--- src/rtl/sipr_pkg.sv ---
`timescale 1ns / 1ps
// Shared types, codes and helper functions of the scan isolated point remover.
// Used by sipr_filter, sipr_outq and scan_isolated_point_remover_top; no dependencies.

package sipr_pkg;

   localparam int RangeW   = 16;
   localparam int IntensW  = 16;
   localparam int KindW    = 2;
   localparam int CsrIdxW  = 2;
   localparam int OutqDepth = 4;
   localparam int OutqPtrW  = $clog2(OutqDepth);
   localparam int OutqLevelW = $clog2(OutqDepth + 1);

   localparam logic [KindW-1:0] KindFinite = 2'd0;
   localparam logic [KindW-1:0] KindPosInf = 2'd1;
   localparam logic [KindW-1:0] KindNegInf = 2'd2;
   localparam logic [KindW-1:0] KindNan    = 2'd3;

   localparam logic [CsrIdxW-1:0] CsrOutlierThreshold = 2'd0;
   localparam logic [CsrIdxW-1:0] CsrRangeLowerLimit  = 2'd1;
   localparam logic [CsrIdxW-1:0] CsrRangeUpperLimit  = 2'd2;

   localparam logic [RangeW-1:0] ThresholdReset  = 16'd100;
   localparam logic [RangeW-1:0] LowerLimitReset = 16'd0;
   localparam logic [RangeW-1:0] UpperLimitReset = 16'hFFFF;

   typedef struct packed {
      logic [RangeW-1:0] threshold;
      logic [RangeW-1:0] lower;
      logic [RangeW-1:0] upper;
   } cfg_type;

   typedef struct packed {
      logic [RangeW-1:0]  range_mm;
      logic [KindW-1:0]   kind;
      logic [IntensW-1:0] intensity;
      logic               has_intensity;
      logic               last;
   } result_type;

   // True when the neighbor is infinite, or is finite and differs from the value by more than the threshold.
   function automatic logic exceeds(input logic [RangeW-1:0] cur,
                                    input logic [RangeW-1:0] nr,
                                    input logic [KindW-1:0]  nk,
                                    input logic [RangeW-1:0] thr);
      logic [RangeW-1:0] diff;
      logic              res;
      diff = (cur >= nr) ? (cur - nr) : (nr - cur);
      case (nk)
         KindPosInf: res = 1'b1;
         KindNegInf: res = 1'b1;
         KindNan:    res = 1'b0;
         default:    res = (diff > thr);
      endcase
      return res;
   endfunction

endpackage

--- src/rtl/sipr_filter.sv ---
`timescale 1ns / 1ps
// Scan state and isolated point decision for one incoming item per cycle while accept is high.
// Depends on sipr_pkg.

module sipr_filter (
   input  logic                            clock,
   input  logic                            reset,
   input  sipr_pkg::cfg_type               cfg,
   input  logic                            accept,
   input  logic [sipr_pkg::RangeW-1:0]     range_mm,
   input  logic [sipr_pkg::KindW-1:0]      range_kind,
   input  logic [sipr_pkg::IntensW-1:0]    intensity,
   input  logic                            has_intensity,
   input  logic                            scan_last,
   output logic [1:0]                      push_cnt,
   output sipr_pkg::result_type            res0,
   output sipr_pkg::result_type            res1
);

   localparam logic [1:0] PosStart    = 2'd0;
   localparam logic [1:0] PosFirst    = 2'd1;
   localparam logic [1:0] PosInterior = 2'd2;

   logic [1:0]                     pos_ff, pos_in;
   logic [sipr_pkg::RangeW-1:0]    left_range_ff, left_range_in;
   logic [sipr_pkg::KindW-1:0]     left_kind_ff, left_kind_in;
   logic [sipr_pkg::RangeW-1:0]    held_range_ff, held_range_in;
   logic [sipr_pkg::KindW-1:0]     held_kind_ff, held_kind_in;
   logic [sipr_pkg::IntensW-1:0]   held_intensity_ff, held_intensity_in;
   logic                           held_has_ff, held_has_in;

   logic [sipr_pkg::RangeW-1:0]    cur_range;
   logic                           held_valid;
   logic                           remove;
   sipr_pkg::result_type           cur_res;
   sipr_pkg::result_type           held_res;

   always_comb begin
      cur_range = (range_kind == sipr_pkg::KindFinite) ? range_mm : '0;

      cur_res.range_mm      = cur_range;
      cur_res.kind          = range_kind;
      cur_res.intensity     = has_intensity ? intensity : '0;
      cur_res.has_intensity = has_intensity;
      cur_res.last          = 1'b1;

      held_valid = (held_kind_ff == sipr_pkg::KindFinite) &&
                   (held_range_ff >= cfg.lower) && (held_range_ff <= cfg.upper);
      remove = (pos_ff != PosFirst) && held_valid &&
               sipr_pkg::exceeds(held_range_ff, left_range_ff, left_kind_ff,
                                 cfg.threshold) &&
               sipr_pkg::exceeds(held_range_ff, cur_range, range_kind, cfg.threshold);

      held_res.range_mm      = remove ? '0 : held_range_ff;
      held_res.kind          = remove ? sipr_pkg::KindPosInf : held_kind_ff;
      held_res.intensity     = (remove || !held_has_ff) ? '0 : held_intensity_ff;
      held_res.has_intensity = held_has_ff;
      held_res.last          = 1'b0;

      pos_in            = pos_ff;
      left_range_in     = left_range_ff;
      left_kind_in      = left_kind_ff;
      held_range_in     = held_range_ff;
      held_kind_in      = held_kind_ff;
      held_intensity_in = held_intensity_ff;
      held_has_in       = held_has_ff;
      res1              = cur_res;

      case (pos_ff)
         PosStart: begin
            res0     = cur_res;
            push_cnt = scan_last ? 2'd1 : 2'd0;
         end
         default: begin
            res0          = held_res;
            push_cnt      = scan_last ? 2'd2 : 2'd1;
            left_range_in = held_res.range_mm;
            left_kind_in  = held_res.kind;
         end
      endcase

      if (scan_last) begin
         pos_in = PosStart;
      end else begin
         pos_in            = (pos_ff == PosStart) ? PosFirst : PosInterior;
         held_range_in     = cur_range;
         held_kind_in      = range_kind;
         held_intensity_in = intensity;
         held_has_in       = has_intensity;
      end
   end

   always_ff @(posedge clock) begin
      if (reset) begin
         pos_ff            <= PosStart;
         left_range_ff     <= '0;
         left_kind_ff      <= '0;
         held_range_ff     <= '0;
         held_kind_ff      <= '0;
         held_intensity_ff <= '0;
         held_has_ff       <= 1'b0;
      end else if (accept) begin
         pos_ff            <= pos_in;
         left_range_ff     <= left_range_in;
         left_kind_ff      <= left_kind_in;
         held_range_ff     <= held_range_in;
         held_kind_ff      <= held_kind_in;
         held_intensity_ff <= held_intensity_in;
         held_has_ff       <= held_has_in;
      end
   end

endmodule

--- src/rtl/sipr_outq.sv ---
`timescale 1ns / 1ps
// Result queue of four registered entries that takes up to two results per cycle.
// Depends on sipr_pkg.

module sipr_outq (
   input  logic                                clock,
   input  logic                                reset,
   input  logic [1:0]                          push_cnt,
   input  sipr_pkg::result_type                wr0,
   input  sipr_pkg::result_type                wr1,
   input  logic                                pop,
   output sipr_pkg::result_type                head,
   output logic [sipr_pkg::OutqLevelW-1:0]     level
);

   sipr_pkg::result_type                  entries_ff [sipr_pkg::OutqDepth];
   logic [sipr_pkg::OutqPtrW-1:0]         wr_ptr_ff, wr_ptr_in;
   logic [sipr_pkg::OutqPtrW-1:0]         rd_ptr_ff, rd_ptr_in;
   logic [sipr_pkg::OutqLevelW-1:0]       level_ff, level_in;
   logic [sipr_pkg::OutqPtrW-1:0]         wr_ptr_next;

   assign wr_ptr_next = wr_ptr_ff + sipr_pkg::OutqPtrW'(1);
   assign head        = entries_ff[rd_ptr_ff];
   assign level       = level_ff;

   always_comb begin
      wr_ptr_in = wr_ptr_ff + sipr_pkg::OutqPtrW'(push_cnt);
      rd_ptr_in = rd_ptr_ff + sipr_pkg::OutqPtrW'(pop);
      level_in  = level_ff + sipr_pkg::OutqLevelW'(push_cnt)
                  - sipr_pkg::OutqLevelW'(pop);
   end

   always_ff @(posedge clock) begin
      if (reset) begin
         wr_ptr_ff <= '0;
         rd_ptr_ff <= '0;
         level_ff  <= '0;
      end else begin
         wr_ptr_ff <= wr_ptr_in;
         rd_ptr_ff <= rd_ptr_in;
         level_ff  <= level_in;
      end
   end

   always_ff @(posedge clock) begin
      if (push_cnt != 2'd0) begin
         entries_ff[wr_ptr_ff] <= wr0;
      end
      if (push_cnt == 2'd2) begin
         entries_ff[wr_ptr_next] <= wr1;
      end
   end

endmodule

--- src/rtl/scan_isolated_point_remover_top.sv ---
`timescale 1ns / 1ps
// Top level of the scan isolated point remover: configuration registers and channels.
// Depends on sipr_pkg, sipr_filter and sipr_outq.
//
// The req_ channel carries one range sample of a lidar scan per item, with
// req_scan_last on the final sample. The rsp_ channel returns one filtered
// sample per item, in scan order, with rsp_out_last on the final one.
// Results lag the input by one sample: the first sample of a scan of two or
// more gives no result, and its last sample gives two, its predecessor and
// itself; a one-sample scan gives one. A result reaches rsp_ through the
// registered result queue. One item is accepted per cycle while the result
// queue of four entries holds at most two results, so a receiver that takes
// one item per cycle sees a sustained rate of one item per cycle.
// When the receiver stalls, results collect in the queue and req_ready
// drops once fewer than two entries are free; nothing is lost.
// Reset clears the queue and the scan position and loads the threshold to
// 100 mm and the range limits to 0 and 65535 mm. The csr_ port writes a
// register while csr_we is high and must only be used while the block is idle.

module scan_isolated_point_remover_top (
   input  logic                                clock,
   input  logic                                reset,
   input  logic                                req_valid,
   output logic                                req_ready,
   input  logic [sipr_pkg::RangeW-1:0]         req_range_mm,
   input  logic [sipr_pkg::KindW-1:0]          req_range_kind,
   input  logic [sipr_pkg::IntensW-1:0]        req_intensity,
   input  logic                                req_has_intensity,
   input  logic                                req_scan_last,
   output logic                                rsp_valid,
   input  logic                                rsp_ready,
   output logic [sipr_pkg::RangeW-1:0]         rsp_out_range_mm,
   output logic [sipr_pkg::KindW-1:0]          rsp_out_kind,
   output logic [sipr_pkg::IntensW-1:0]        rsp_out_intensity,
   output logic                                rsp_out_has_intensity,
   output logic                                rsp_out_last,
   input  logic                                csr_we,
   input  logic [sipr_pkg::CsrIdxW-1:0]        csr_index,
   input  logic [sipr_pkg::RangeW-1:0]         csr_wdata
);

   sipr_pkg::cfg_type                     cfg_ff;
   logic                                  accept;
   logic                                  pop;
   logic [1:0]                            push_cnt;
   sipr_pkg::result_type                  res0;
   sipr_pkg::result_type                  res1;
   sipr_pkg::result_type                  head;
   logic [sipr_pkg::OutqLevelW-1:0]       level;

   assign req_ready = (level <= sipr_pkg::OutqLevelW'(sipr_pkg::OutqDepth - 2));
   assign accept    = req_valid && req_ready;
   assign rsp_valid = (level != '0);
   assign pop       = rsp_valid && rsp_ready;

   assign rsp_out_range_mm      = head.range_mm;
   assign rsp_out_kind          = head.kind;
   assign rsp_out_intensity     = head.intensity;
   assign rsp_out_has_intensity = head.has_intensity;
   assign rsp_out_last          = head.last;

   always_ff @(posedge clock) begin
      if (reset) begin
         cfg_ff.threshold <= sipr_pkg::ThresholdReset;
         cfg_ff.lower     <= sipr_pkg::LowerLimitReset;
         cfg_ff.upper     <= sipr_pkg::UpperLimitReset;
      end else if (csr_we) begin
         case (csr_index)
            sipr_pkg::CsrOutlierThreshold: cfg_ff.threshold <= csr_wdata;
            sipr_pkg::CsrRangeLowerLimit:  cfg_ff.lower     <= csr_wdata;
            sipr_pkg::CsrRangeUpperLimit:  cfg_ff.upper     <= csr_wdata;
            default: ;
         endcase
      end
   end

   sipr_filter u_filter (
      .clock         (clock),
      .reset         (reset),
      .cfg           (cfg_ff),
      .accept        (accept),
      .range_mm      (req_range_mm),
      .range_kind    (req_range_kind),
      .intensity     (req_intensity),
      .has_intensity (req_has_intensity),
      .scan_last     (req_scan_last),
      .push_cnt      (push_cnt),
      .res0          (res0),
      .res1          (res1)
   );

   sipr_outq u_outq (
      .clock    (clock),
      .reset    (reset),
      .push_cnt (accept ? push_cnt : 2'd0),
      .wr0      (res0),
      .wr1      (res1),
      .pop      (pop),
      .head     (head),
      .level    (level)
   );

   // The queue never holds more entries than it has.
   a_level_bound: assert property (@(posedge clock) disable iff (reset)
      level <= sipr_pkg::OutqLevelW'(sipr_pkg::OutqDepth))
      else $error("result queue overflow");

   // The last sample of a scan always yields a result in the next cycle.
   a_last_yields: assert property (@(posedge clock) disable iff (reset)
      (accept && req_scan_last) |=> rsp_valid)
      else $error("no result after last sample of scan");

   // A result cannot appear from an empty queue without an accepted item.
   a_no_invented: assert property (@(posedge clock) disable iff (reset)
      (!accept && (level == '0)) |=> !rsp_valid)
      else $error("result appeared without an accepted item");

endmodule

--- config.mk ---
export PLATFORM = sky130hd
export DESIGN_NAME = scan_isolated_point_remover_top
export DESIGN_NICKNAME = d
export VERILOG_FILES = /design/src/rtl/sipr_pkg.sv /design/src/rtl/sipr_filter.sv /design/src/rtl/sipr_outq.sv /design/src/rtl/scan_isolated_point_remover_top.sv
export SDC_FILE = /design/constraint.sdc
export NUM_CORES = 1
export LEC_CHECK = 0
export ABC_AREA = 1
export BUFFER_PORTS_ARGS = -buffer_cell sky130_fd_sc_hd__buf_2
export CORE_UTILIZATION = 30
export DETAILED_ROUTE_END_ITERATION = 8
export REMOVE_ABC_BUFFERS = 1
export SLEW_MARGIN = 20
export SYNTH_ARGS = -nofsm -noshare
export SYNTH_HDL_FRONTEND = slang
export SYNTH_SLANG_ARGS = --single-unit
export TNS_END_PERCENT = 100
--- constraint.sdc ---
create_clock -name clock -period 8.1 [get_ports clock]
set_input_delay 1.62 -clock clock [delete_from_list [all_inputs] [get_ports clock]]
set_output_delay 1.62 -clock clock [all_outputs]
set_load 0.01 [all_outputs]
# [Yosys cells after proc, flatten, opt, wreduce, memory -nomap -nowiden]
# Memories as Yosys holds them, arrays and structs flattened. A register that Yosys moved wholly into a read port is not among the register bits.
# Cells that the tools add are included.
[totals] word_cells=85 input_bits=59 mem_count=1 ramBits=144 register_bits=110 out_inout_bits=38
[classes] addsub=9 eq_ne=10 muxes=21 magnitude_cmp=7 reduce_logical=22 bitwise_logic=2
[mem_list] name="u_outq.entries_ff" words=4 word_bits=36 read_ports=1 rd_clocked_by_memory_dff=1 write_ports=2 line="sipr_outq.sv:16" source="sipr_pkg::result_type entries_ff [sipr_pkg::OutqDepth];"
[ops] op="2-to-1 mux 16 bit" count=6
[ops] op="subtractor 16 bit" count=4
[ops] op="greater-or-equal comparator 16 bit" count=3
[ops] op="2-to-1 mux 36 bit" count=1
[ops] op="greater-than comparator 16 bit" count=2
[ops] op="<= comparator 16 bit" count=1
[ops] op="2-to-1 mux 2 bit" count=7
[ops] op="equality test 2 bit, second input constant" count=6
[ops] op="AND reduction 2 bit" count=5
[ops] op="logical NOT 2 bit" count=4
[ops] op="logical AND 1 bit" count=7
[ops] op="equality test 2 x 1 -> 1 bit, second input constant" count=3
[ops] op="2-to-1 mux 1 bit" count=5
[ops] op="one-hot mux 1 bit (2 select lines)" count=2
[ops] op="OR reduction 2 bit" count=2
[ops] op="adder 3 x 2 -> 3 bit" count=1
[ops] op="<= comparator 3 x 2 -> 1 bit, second input constant" count=1
[ops] op="nonzero test 3 bit" count=1
[ops] op="subtractor 3 x 1 -> 3 bit" count=1
[ops] op="adder 2 x 1 -> 2 bit" count=1
[ops] op="adder 2 x 1 -> 2 bit, second input constant" count=1
[ops] op="adder 2 bit" count=1
[ops] op="!= test 2 x 1 -> 1 bit, second input constant" count=1
[ops] op="inverter 1 bit" count=2
[ops] op="other kinds (3)" count=3

# [Longest topological paths before layout]
# Gate-level depths: netlist of the first run.
[depth] depth_word=10 mapped_depth=37 ltp_nobuf=33

# [Hierarchy]
# Synthesis of the first run repeated with hierarchy kept, for this count alone.
[hier_totals] cells_unflattened=2364 area_unflattened_um2=17818.3
[by_module_without_submodules] mod="sipr_outq" seq_area_each_um2=4464.3 n_inst=1 area_each_um2=8244.2 cells_per_inst=833
[by_module_without_submodules] mod="sipr_filter" seq_area_each_um2=1101.1 n_inst=1 area_each_um2=7562.3 cells_per_inst=1243
[by_module_without_submodules] mod="scan_isolated_point_remover_top" seq_area_each_um2=960.9 n_inst=1 area_each_um2=2011.9 cells_per_inst=288

# [Worst setup path before layout of the first run]
# OpenSTA, ideal clock, no wires.
[synth_path] kind="input port to flip-flop" from="input req_range_kind[1] (netlist name)" to="memory u_outq.entries_ff[1][18] (netlist name) (data pin)" cell_stages=32 setup_ns=0.253 n_path_buf=4 required_time_ns=7.847 arrival_ns=5.512 path_slack_ns=2.335 cell_sequence="inv_1 -> ha_1 -> clkbuf_1 -> clkbuf_1 -> nand2_1 -> inv_1 -> ha_1 -> inv_1 -> fa_1 -> nand2_1 -> nand2_1 -> inv_1 -> o21ai_1 -> nand2_1 -> nand3_2 -> inv_2 -> buf_4 -> nand2_1 -> nand2_1 -> inv_1 -> ha_1 -> a21oi_1 -> o21ai_0 -> a21oi_1 -> nand2_1 -> nand2_1 -> nand2_1 -> nand4_1 -> buf_2 -> nand3_1 -> nand3_1 -> nand2_1"
[synth_rtl] element="from (decl)" line="scan_isolated_point_remover_top.sv:26" source="input logic [sipr_pkg::KindW-1:0] req_range_kind,"
[synth_rtl] element="to (decl)" line="sipr_outq.sv:16"

==> metrics.md, run 1 <==
| Metric | Value |
|---|---|
| Drt pass-1 iters | 5 |
| Startpoint types | primary input |
| Distinct cells, synth | 49 |
| Clock Skew | 0.02225 ns |
| Post-CTS setup repair buffer count | 0 |
| Clock sinks | 254 |
| Status | completed |
| Hold Crit Class | flop to flop |
| Top cell by count, worst path | nand2_1 |
| Simple-Gate Fraction of Synth Area | 24.35% |
| Vias in the first global route | 14,581 |
| Total global routing overflow | 0 |
| Die width | between 200 and 250 um |
| Ratio of cells with drive above 1 in the final layout | under 10% |
| Avg Inst Size Synth | 7.295 um2 |
| Most frequent cells in the layout | nand2_1 (752), inv_1 (235), o21ai_0 (204), nor2_1 (185), a21oi_1 (158) |
| Inserted Clock Buffers | 30 |
| Port bufs | 96 |
| FF+latch count, synth | approximately 250 |
| Final wirelength | 52.08 mm |
| Core area | between 0.05 and 0.06 mm2 |
| Post-Syn Area | 0.01685 mm2 |
| Max_cap viols | 0 |
| Leakage | slightly above 9 nW |
| Crit. End Element | flop |
| Die extent in y | 239.0 um |
| Drt wl/cell | 16.67 um |
| Final Hold Vio Count | 0 |
| Most common cell after layout, fill and taps aside | nand2_1 |
| PD cells | 308.6 mW/mm2 |
| Remaining DRCs | 0 |
| Row count | 86 |
| First-pass GRT wire length | 80.21 mm |
| Setup WS pre-CTS | about 1.1 ns |
| Crit-path slowest cell | ha_1 |
| Area share of fa/ha/maj cells after synthesis | 10.77% |
| H-tree level count | 1 |
| Post-DP HPWL | 35.99 mm |
| Synth Flop Type | edfxtp_1 |
| Crit path max fanout | 27 |
| Root buffer cell | clkbuf_16 |
| Routability Congestion | 0.9331 |
| Pin count of the biggest net entering global routing | just over 100 |
| Max_slew headroom | 31.93% |
| Final hold slack | ~0.46 ns |
| Max clock buf depth | 3 |
| RSZ-0062 raised after global routing | false |
| Worst IR Drop VDD | 162.7 uV |
| Synth Area in Compound Gates | 15.56% |
| Antenna diodes | 0 |
| R2R cell count | 25 |
| Highest Clock Rate | 0.1574 GHz |
| Seq/Total Area, Yosys | 38.49% |
| Via Count | 15,390 |
| Top-level port count | 97 |
| Final ANT Viol Nets | 0 |
| Fin crit period | between 6 and 7 ns |
| Async SR Flop Fraction | 0% |
| Synth Warn # | 0 |
| Layout fillers | 5,870 |
| Count of final max-slew check failures | 0 |
| CTS tree | built |
| Starting DRT DRC Count | 933 |
| Synthesized instance count | around 2,300 |
| Final net count | ~2,600 |
| Critical Path RT | around 8.5 ns |
| Min-Delay Path Depth | 2 |
| Setup TNS Final | 0 ns |
| GRT Total Usage | 17.91% |
| CP Class | primary input to flop |
| Tcrit/Tclk final | 78.42% |
| Cts repair resizes | 0 |
| Least-Margin Pin Slew | 1.021 ns |
| Final core occ | roughly a third |
| Initial Utilization | 30.47% |
| Endpoints failing setup | 0 |
| Clock-pin slew of the registers on the worst-case setup and hold paths | approximately 0.060 ns |
| Final WS setup | 1.748 ns |
| Hold-fix buffers, CTS | 0 |
| Mux cell area share after synthesis | 0.1188% |
| Initial antenna violation count | 0 |
| Worst-Skew Late Latency | 0.60 ns |
| Crit-path max cell delay | 0.57 ns |
| CP arrival | 6.70 ns |
| Post-synth EDFFs | between 100 and 150 |
| Vias per cell | 4.926 |
| Die area | 0.05712 mm2 |
| Post-Synth XOR/XNOR Area | under 10% |
| P&R area growth vs syn | 12.56% |
| Main combinational cell family by area after synthesis | simple AND/OR/NAND/NOR gates |
## power by group
group / leakage [nW] / switching [mW] / internal (mW) / total (mW)
sequential: 2.30 / 0.0922 / 1.52 / 1.61
combinational: 6.28 / 1.87 / 0.953 / 2.82
clock: 0.505 / 0.591 / 0.828 / 1.42
total: 9.09 / 2.55 / 3.30 / 5.85
## cells in the mapped netlist, types with 5 or more instances
master | n | area share [%]
a21o_1 | 8 | 0.36
a21oi_1 | 158 | 4.7
a31oi_1 | 6 | 0.22
buf_2 | 21 | 0.62
buf_4 | 20 | 0.89
clkbuf_1 | 60 | 1.3
dfxtp_1 | 114 | 14
edfxtp_1 | 140 | 25
fa_1 | 5 | 0.59
ha_1 | 137 | 10
inv_1 | 236 | 5.3
inv_2 | 12 | 0.27
nand2_1 | 752 | 17
nand3_1 | 69 | 2.0
nor2_1 | 188 | 4.2
nor3_1 | 12 | 0.36
o211ai_1 | 24 | 1.1
o21ai_0 | 204 | 6.1
o21ai_1 | 5 | 0.15
o21bai_1 | 6 | 0.27
o22ai_1 | 40 | 1.5
xnor2_1 | 13 | 0.68
xor2_1 | 30 | 1.6
## routing by layer
layer,vias up,track usage (%),share of wire [%]
met2,508,30.62,46
met3,99,2.275,5.9
li1,7647,-,-
met1,7136,23.36,45
met4,0,5.517,3.0
met5,-,0,0
## worst max-delay path: cells and delay by family
kind                       cells  cell delay [ns]
AOI/OAI and AO/OA              1             0.10
adders and majority gates      4             1.50
buffers and inverters          8             1.35
and+or+nand+nor               16             2.10
## logic make-up after synthesis
logic type | count (synthesis)
AOI/OAI and AO/OA | 476
xor gates and xnor gates | 43
adders and majority gates | 142
buffers and inverters | 352
DFF | 254
muxes | 2
and+or+nand+nor | 1041
## flip-flops by register name (all words and copies together), names as in the netlist
register / count
cfg_ff: 48
u_filter.held_has_ff: 1
u_filter.held_intensity_ff: 16
u_filter.held_kind_ff: 2
u_filter.held_range_ff: 16
u_filter.left_kind_ff: 2
u_filter.left_range_ff: 16
u_filter.pos_ff: 2
u_outq.entries_ff: 144
u_outq.level: 3
u_outq.rd_ptr_ff: 2
u_outq.wr_ptr_ff: 2
## final cells by class
type                       count  area [um2]  area share (%)
clock buffer                  38       830.8           4.380
sequential                   254        6487           34.20
timing repair buffer         113       608.1           3.206
multi-input combinational   1704        8962           47.25
clock inverter                18       209.0           1.102
tap                          748       935.9           4.934
inverter                     249       934.6           4.927
## final timing paths
kind                                              to  slack, ns                              startpoint
setup / recovery  u_outq.entries_ff[2][18]$_DFFE_PP_       1.75                       req_range_kind[1]
hold / removal               cfg_ff[22]$_SDFFE_PP0P_       0.46                 cfg_ff[22]$_SDFFE_PP0P_
setup reg to reg  u_outq.entries_ff[2][18]$_DFFE_PP_       2.97  u_filter.held_range_ff[7]$_SDFFE_PP0P_
hold reg to reg              cfg_ff[22]$_SDFFE_PP0P_       0.46                 cfg_ff[22]$_SDFFE_PP0P_
## metrics by stage
stage	area, um2	std cells	power, mW
after global routing	18970	3124	6.312
after CTS	18960	3124	5.881
after floorplan	16360	2207	3.567
final	18970	3124	5.853
after global placement	17920	3068	4.400
after detailed placement	17920	3068	4.449
Power figures use the tool's default switching activity.
==> inputs of run 2 (changes only) <==
- clock period: 8.1 -> 6 ns (I/O delays scaled with it)
==> run 2 against run 1 <==
  * Worst hold slack lost 0.0054 ns
  * Power grew 33%
  * First-iteration DRC count grew 24%
  * Design area grew 0.32%
  * Largest power group unchanged
==> metrics.md, run 2 (synthesized netlist as in run 1, its figures left out) <==
| Metric | Value |
|---|---|
| CTS tree | built |
| First-pass GRT wire length | 81.90 mm (+2.1%) |
| Worst IR Drop VDD | 173.4 uV (+6.6%) |
| Row count | 86 (unchanged) |
| CP arrival | 5.62 ns (-1.08 ns) |
| Reg power frac | 27.4% (about the same) |
| Root buffer cell | clkbuf_16 |
| Critical Path RT | 6.34 ns (-2.11 ns) |
| Drt wl/cell | 16.65 um (-0.15%) |
| Clk pwr share | 22.5% (-1.7 points) |
| Least-Margin Pin Slew | 0.9591 ns (-0.06205 ns) |
| Port bufs | 96 (unchanged) |
| Worst-Skew Late Latency | 0.59 ns (about the same) |
| Inserted Clock Buffers | 30 (unchanged) |
| Die area | 0.05712 mm2 (unchanged) |
| Initial antenna violation count | 1 (+1) |
| Fin crit period | 5.272 ns |
| Vias in the first global route | 15,112 (+3.6%) |
| Max_slew headroom | 35.99% (+4.1 points) |
| Clock-pin slew of the registers on the worst-case setup and hold paths | 0.06 ns (about the same) |
| Max clock buf depth | 3 (unchanged) |
| Sw Ratio | 44.03% (+0.43 points) |
| Register area | 0.006487 mm2 (unchanged) |
| PD cells | 410.2 mW/mm2 (+33%) |
| Met2 usage | 31.61% (+0.99 points) |
| Antenna diodes | 0 (unchanged) |
| Final hold slack | 0.4560 ns (-0.005437 ns) |
| GRT Total Usage | 18.17% (+0.26 points) |
| Final wirelength | 52.29 mm (+0.40%) |
| Switch Pwr | 3.437 mW (+35%) |
| Final ANT Viol Nets | 0 (unchanged) |
| P&R area growth vs syn | 12.92% |
| Top-level port count | 97 (unchanged) |
| Die extent in y | 239.0 um (unchanged) |
| Clock Skew | 0.02826 ns (+0.006006 ns) |
| RSZ-0062 raised after global routing | false |
| Leakage | 9.147 nW (+0.66%) |
| Crit. End Element | flop |
| Tcrit/Tclk final | between 80% and 90% |
| Max_cap viols | 0 (unchanged) |
| Ratio of cells with drive above 1 in the final layout | 8.901% (+0.40 points) |
| Final WS setup | 0.7281 ns (-1.020 ns) |
| Final Hold Vio Count | 0 (unchanged) |
| Remaining DRCs | 0 (unchanged) |
| Setup WS pre-CTS | 0.1603 ns (-0.9013 ns) |
| Crit path max fanout | 50 (+85%) |
| Highest Clock Rate | about 0.19 GHz |
| Count of final max-slew check failures | 0 (unchanged) |
| Initial Utilization | 30.47% (unchanged) |
| Post-CTS setup repair buffer count | 0 (unchanged) |
| Top Usage Layer GRT | met2 |
| Startpoint types | primary input |
| Total global routing overflow | 0 (unchanged) |
| Hold-fix buffers, CTS | 0 (unchanged) |
| Post-DP HPWL | 35.55 mm (-1.2%) |
| R2r setup slk | 1.14 ns (-1.83 ns) |
| Clock sinks | 254 (unchanged) |
| Cts repair resizes | 0 (unchanged) |
| Most frequent cells in the layout | nand2_1 (752), inv_1 (235), o21ai_0 (204), nor2_1 (185), a21oi_1 (158) |
| Endpoints failing setup | 0 (unchanged) |
| Largest registers | u_outq.entries_ff (144), cfg_ff (48) |
| M1 GR Usage | 23.62% (+0.26 points) |
| Final net count | 2,571 (+0.71%) |
| Most common cell after layout, fill and taps aside | nand2_1 |
| Power share of the combinational group | 50.2% (+2.0 points) |
| Vias per cell | 4.936 (+0.20%) |
| Met3 Resource Use GR | 2.090% (-0.18 points) |
| Layout fillers | 5,917 (+0.80%) |
| Die width | 239.0 um (unchanged) |
| H-tree level count | 1 (unchanged) |
| Pin count of the biggest net entering global routing | 74 (-28%) |
| Number of flip-flops under the largest register name | 144 (unchanged) |
| CP Class | primary input to flop |
| Power Internal | 4.368 mW (+32%) |
| Hold Crit Class | flop to flop |
| Area of the multi-input gates | 0.008957 mm2 (about the same) |
| Routability Congestion | 0.9572 (+2.6%) |
| Status | completed |
| Via Count | 15,505 (+0.75%) |
| Core area | 0.05531 mm2 (unchanged) |
| Starting DRT DRC Count | 1,153 (+24%) |
| Largest Register | u_outq.entries_ff |
| Drt pass-1 iters | 6 (+1) |
==> run 2: changes by cell type in the layout (fill, tap and decap cells not counted) <==
cell,delta
buf_12,+2
inv_8,-1
nor3_1,+1
bufinv_16,-3
nor3_2,-1
inv_4,+1
clkbuf_1,+7
buf_4,+16
clkinvlp_4,-2
inv_2,-1
clkinv_1,-2
==> run 2: path summary, 6_finish.rpt <==
check                                               from                                  to  cells after the start
setup / recovery                       req_range_kind[0]  u_outq.entries_ff[0][18]$_DFFE_PP_                     27
hold / removal         u_filter.held_has_ff$_SDFFE_PP0P_   u_filter.held_has_ff$_SDFFE_PP0P_                      2
setup reg to reg  u_filter.held_range_ff[0]$_SDFFE_PP0P_  u_outq.entries_ff[0][18]$_DFFE_PP_                     24
hold reg to reg        u_filter.held_has_ff$_SDFFE_PP0P_   u_filter.held_has_ff$_SDFFE_PP0P_                      2
==> run 2: area by class of cell <==
| cell class | instances | share of cell area [%] |
|---|---|---|
| Sequential cell | 254 | 34.09 |
| Tap cell | 748 | 4.918 |
| Multi-Input combinational cell | 1704 | 47.07 |
| Clock inverter | 10 | 0.4537 |
| Timing Repair Buffer | 131 | 4.037 |
| Clock buffer | 45 | 4.504 |
| Inverter | 249 | 4.918 |
==> run 2: power by group through the flow <==
stage               combinational (mW)  sequential (mW)  clock (mW)
CTS                               3.91             2.14        1.79
detailed placement                3.88             2.17           0
global placement                  3.82             2.16           0
floorplan                         2.61             2.21           0
global route                      4.39             2.16        1.86
finish                            3.92             2.14        1.75
==> run 2: worst max-delay path, cell delays in order <==
cell and delay (ns):
buf_2 0.12, inv_1 0.12, ha_1 0.21, buf_12 0.16, nand2_1 0.12, ha_1 0.41
a21o_1 0.19, nor2_1 0.24, inv_1 0.12, a21oi_1 0.28, inv_1 0.13, a21oi_1 0.22
xor2_1 0.17, nand2_1 0.07, nand2_1 0.07, inv_1 0.05, ha_1 0.29, nand2_1 0.07
nor3_1 0.27, nand3_1 0.12, nand2_1 0.08, nand2_1 0.05, nand4_1 0.13, buf_12 0.29
nand3_1 0.20, nand3_1 0.15, nand2_1 0.06
==> run 2: layer usage <==
| metal | up-vias | part of all wire (%) |
|---|---|---|
| met5 | - | 0 |
| met4 | 0 | 2.5 |
| met3 | 87 | 5.7 |
| met2 | 519 | 47 |
| met1 | 7222 | 44 |
| li1 | 7677 | - |
==> run 2: metrics by stage <==
step	util [%]	std cells	total power [mW]	TNS [ns]	cell area (um2)
after CTS	34.39	3141	7.836	0	19020
after floorplan	-	2207	4.816	-31.28	16360
after global placement	32.69	3086	5.981	0	18080
after detailed placement	32.69	3086	6.054	0	18080
final	34.40	3141	7.805	0	19030
after global routing	34.40	3141	8.415	0	19030
==> inputs of run 3 (changes only) <==
- CORE_UTILIZATION: 30 -> 25
- CTS_CLUSTER_SIZE: default -> 40
==> run 3 against run 2 <==
  * Maximum frequency barely moved
  * Die area rose by 20%
  * Power fell by 0.74%
  * Core utilization fell by 5.6 points
  * Design area rose by 0.38%
  * First-iteration DRC count rose by 18%
  * Register-to-register slack got worse by 0.04 ns
  * Critical path type unchanged
==> metrics.md, run 3 (synthesized netlist as in run 1, its figures left out) <==
| Metric | Value |
|---|---|
| Status | completed |
| CP bufs+invs | 9 (+2) |
| Crit-path max cell delay | 0.44 ns (+0.03 ns) |
| Top cell by count, worst path | nand2_1 |
| Worst Setup EP | u_outq.entries_ff[2][30]$_DFFE_PP_ |
| Tcrit/Tclk final | 87.79% (about the same) |
| Port bufs | 96 (unchanged) |
| Starting DRT DRC Count | 1,360 (+18%) |
| Initial Utilization | 25.45% (-5.0 points) |
| Highest Clock Rate | 0.1899 GHz (about the same) |
| Row count | 94 (+9.3%) |
| PD cells | 405.6 mW/mm2 (-1.1%) |
| Final wirelength | 51.08 mm (-2.3%) |
| Post-CTS setup repair buffer count | 0 (unchanged) |
| Total global routing overflow | 0 (unchanged) |
| Total power | 7.748 mW (-0.74%) |
| Vias per cell | 4.653 (-5.7%) |
| Placed cells | 3,194 (+3.5%) |
| Core area | 0.06622 mm2 (+20%) |
| Worst r2r dst | u_outq.entries_ff[0][18]$_DFFE_PP_ |
| RSZ-0062 raised after global routing | false |
| Hold Crit Class | flop to flop |
| Largest Register | u_outq.entries_ff |
| Root buffer cell | clkbuf_16 |
| Post-DP HPWL | 35.01 mm (-1.5%) |
| Area after DPL | 0.01816 mm2 (+0.47%) |
| Die extent in y | 261.6 um (+9.5%) |
| Crit-path slowest cell | fa_1 |
| Count of final max-slew check failures | 0 (unchanged) |
| Max_cap viols | 0 (unchanged) |
| Final Hold Vio Count | 0 (unchanged) |
| Worst R2R Start | u_filter.held_range_ff[0]$_SDFFE_PP0P_ |
| Fin crit period | 5.267 ns (-0.004664 ns) |
| Most common cell after layout, fill and taps aside | nand2_1 |
| Initial antenna violation count | 5 (+4) |
| CP Class | primary input to flop |
| Clock-pin slew of the registers on the worst-case setup and hold paths | 0.06 ns (about the same) |
| GRT Total Usage | 14.66% (-3.5 points) |
| Top-level port count | 97 (unchanged) |
| Largest registers | u_outq.entries_ff (144), cfg_ff (48) |
| Non-filler cells, final | 3,250 (+3.5%) |
| Startpoint types | primary input |
| Ratio of cells with drive above 1 in the final layout | 8.683% (-0.22 points) |
| Inserted Clock Buffers | 29 (-3.3%) |
| P&R area growth vs syn | 13.35% |
| Clock sinks | 254 (unchanged) |
| Critical Path RT | 6.34 ns (about the same) |
| Max_slew headroom | 36.01% (about the same) |
| Crit path from | req_range_kind[0] |
| Number of flip-flops under the largest register name | 144 (unchanged) |
| Crit. End Element | flop |
| Vias in the first global route | 14,212 (-6.0%) |
| Crit. path cell count | 34 (+26%) |
| Worst-Skew Late Latency | 0.59 ns (about the same) |
| Fin area | 0.01910 mm2 (+0.38%) |
| Die width | 261.6 um (+9.5%) |
| Remaining DRCs | 0 (unchanged) |
| Clock Skew | 0.01455 ns (-0.01370 ns) |
| H-tree level count | 1 (unchanged) |
| First-pass GRT wire length | 79.08 mm (-3.4%) |
| Drt wl/cell | 15.72 um (-5.6%) |
| Max clock buf depth | 3 (unchanged) |
| CP arrival | 5.61 ns (about the same) |
| Via Count | 15,123 (-2.5%) |
| CTS tree | built |
| Layout fillers | 7,184 (+21%) |
| Final net count | 2,562 (-0.35%) |
| Final ANT Viol Nets | 0 (unchanged) |
| Leakage | 9.108 nW (-0.42%) |
| Hold-fix buffers, CTS | 0 (unchanged) |
| Pin count of the biggest net entering global routing | 74 (unchanged) |
| R2R cell count | 24 (unchanged) |
| R2r setup slk | 1.10 ns (-0.04 ns) |
| Most frequent cells in the layout | nand2_1 (752), inv_1 (235), o21ai_0 (204), nor2_1 (185), a21oi_1 (158) |
| Die area | 0.06845 mm2 (+20%) |
| Routability Congestion | 0.9538 (-0.36%) |
| Final core occ | 28.85% (-5.6 points) |
| Crit path max fanout | 50 (unchanged) |
| Endpoints failing setup | 0 (unchanged) |
| Worst IR Drop VDD | 222.2 uV (+28%) |
| Drt pass-1 iters | 8 (+2) |
| CP top delay family | simple AND/OR/NAND/NOR gates |
| Cts repair resizes | 0 (unchanged) |
| Least-Margin Pin Slew | 0.9526 ns (-0.006468 ns) |
==> run 3: changes by cell type in the layout (fill, tap and decap cells not counted), sizes merged <==
cell	delta
buf	-8
bufinv	+2
clkbuf	-10
clkinv	+8
diode	+2
inv	-1
==> run 3: power by group <==
part           internal (mW)  total (mW)  switching (mW)
Sequential              2.05        2.15          0.0993
Combinational           1.31        3.84            2.53
Clock                  0.998        1.76           0.761
Total                   4.36        7.75            3.39
==> run 3: final cells by class <==
class,instances,area (um2),area share (%)
repair buffers,123,708.2,3.708
clock inverters,19,157.7,0.8254
multi-input cells,1704,8957,46.90
flip-flops and latches,254,6487,33.96
inverters,249,935.9,4.900
diodes,2,5.005,0.02620
clock buffers,35,768.2,4.022
well taps,864,1081,5.660
==> run 3: tightest hold or removal path, delay by kind of cell, from the launching register on <==
family	cells	cell delay (ns)
AOI/OAI and AO/OA	1	0.05
buffers and inverters	1	0.06
DFF	1	0.30
==> run 3: worst min-delay path by stage <==
stage / from / end / slack, ns / depth (start not counted)
4_1_cts: u_filter.held_has_ff$_SDFFE_PP0P_ / u_filter.held_has_ff$_SDFFE_PP0P_ / 0.45 / 2
6_report: u_filter.held_has_ff$_SDFFE_PP0P_ / u_filter.held_has_ff$_SDFFE_PP0P_ / 0.46 / 2
3_3_place_gp: u_filter.held_has_ff$_SDFFE_PP0P_ / u_filter.held_has_ff$_SDFFE_PP0P_ / 0.44 / 2
3_5_place_dp: u_filter.held_has_ff$_SDFFE_PP0P_ / u_filter.held_has_ff$_SDFFE_PP0P_ / 0.44 / 2
2_1_floorplan: u_filter.held_has_ff$_SDFFE_PP0P_ / u_filter.held_has_ff$_SDFFE_PP0P_ / 0.43 / 2
5_1_grt: cfg_ff[29]$_SDFFE_PP0P_ / cfg_ff[29]$_SDFFE_PP0P_ / 0.47 / 2
==> run 3: metrics by stage <==
stage                     worst slack (ns)  setup TNS, ns  hold WS, ns
final                               0.7328              0       0.4553
after global routing                0.2863              0       0.4737
after CTS                           0.7809              0       0.4543
after detailed placement            0.1712              0       0.4444
after global placement              0.1606              0       0.4399
after floorplan                    -0.2385         -31.28       0.4321
==> run 3: per-layer routing <==
layer / part of all wire [%] / wire length (um) / track usage (%) / vias to the layer above
met3: 6.7 / 3402 / 2.103 / 72
met5: 0.022 / 11 / 0 / -
li1: - / - / - / 7664
met4: 1.7 / 887 / 3.246 / 2
met1: 46 / 23750 / 20.20 / 6865
met2: 45 / 23030 / 24.11 / 520
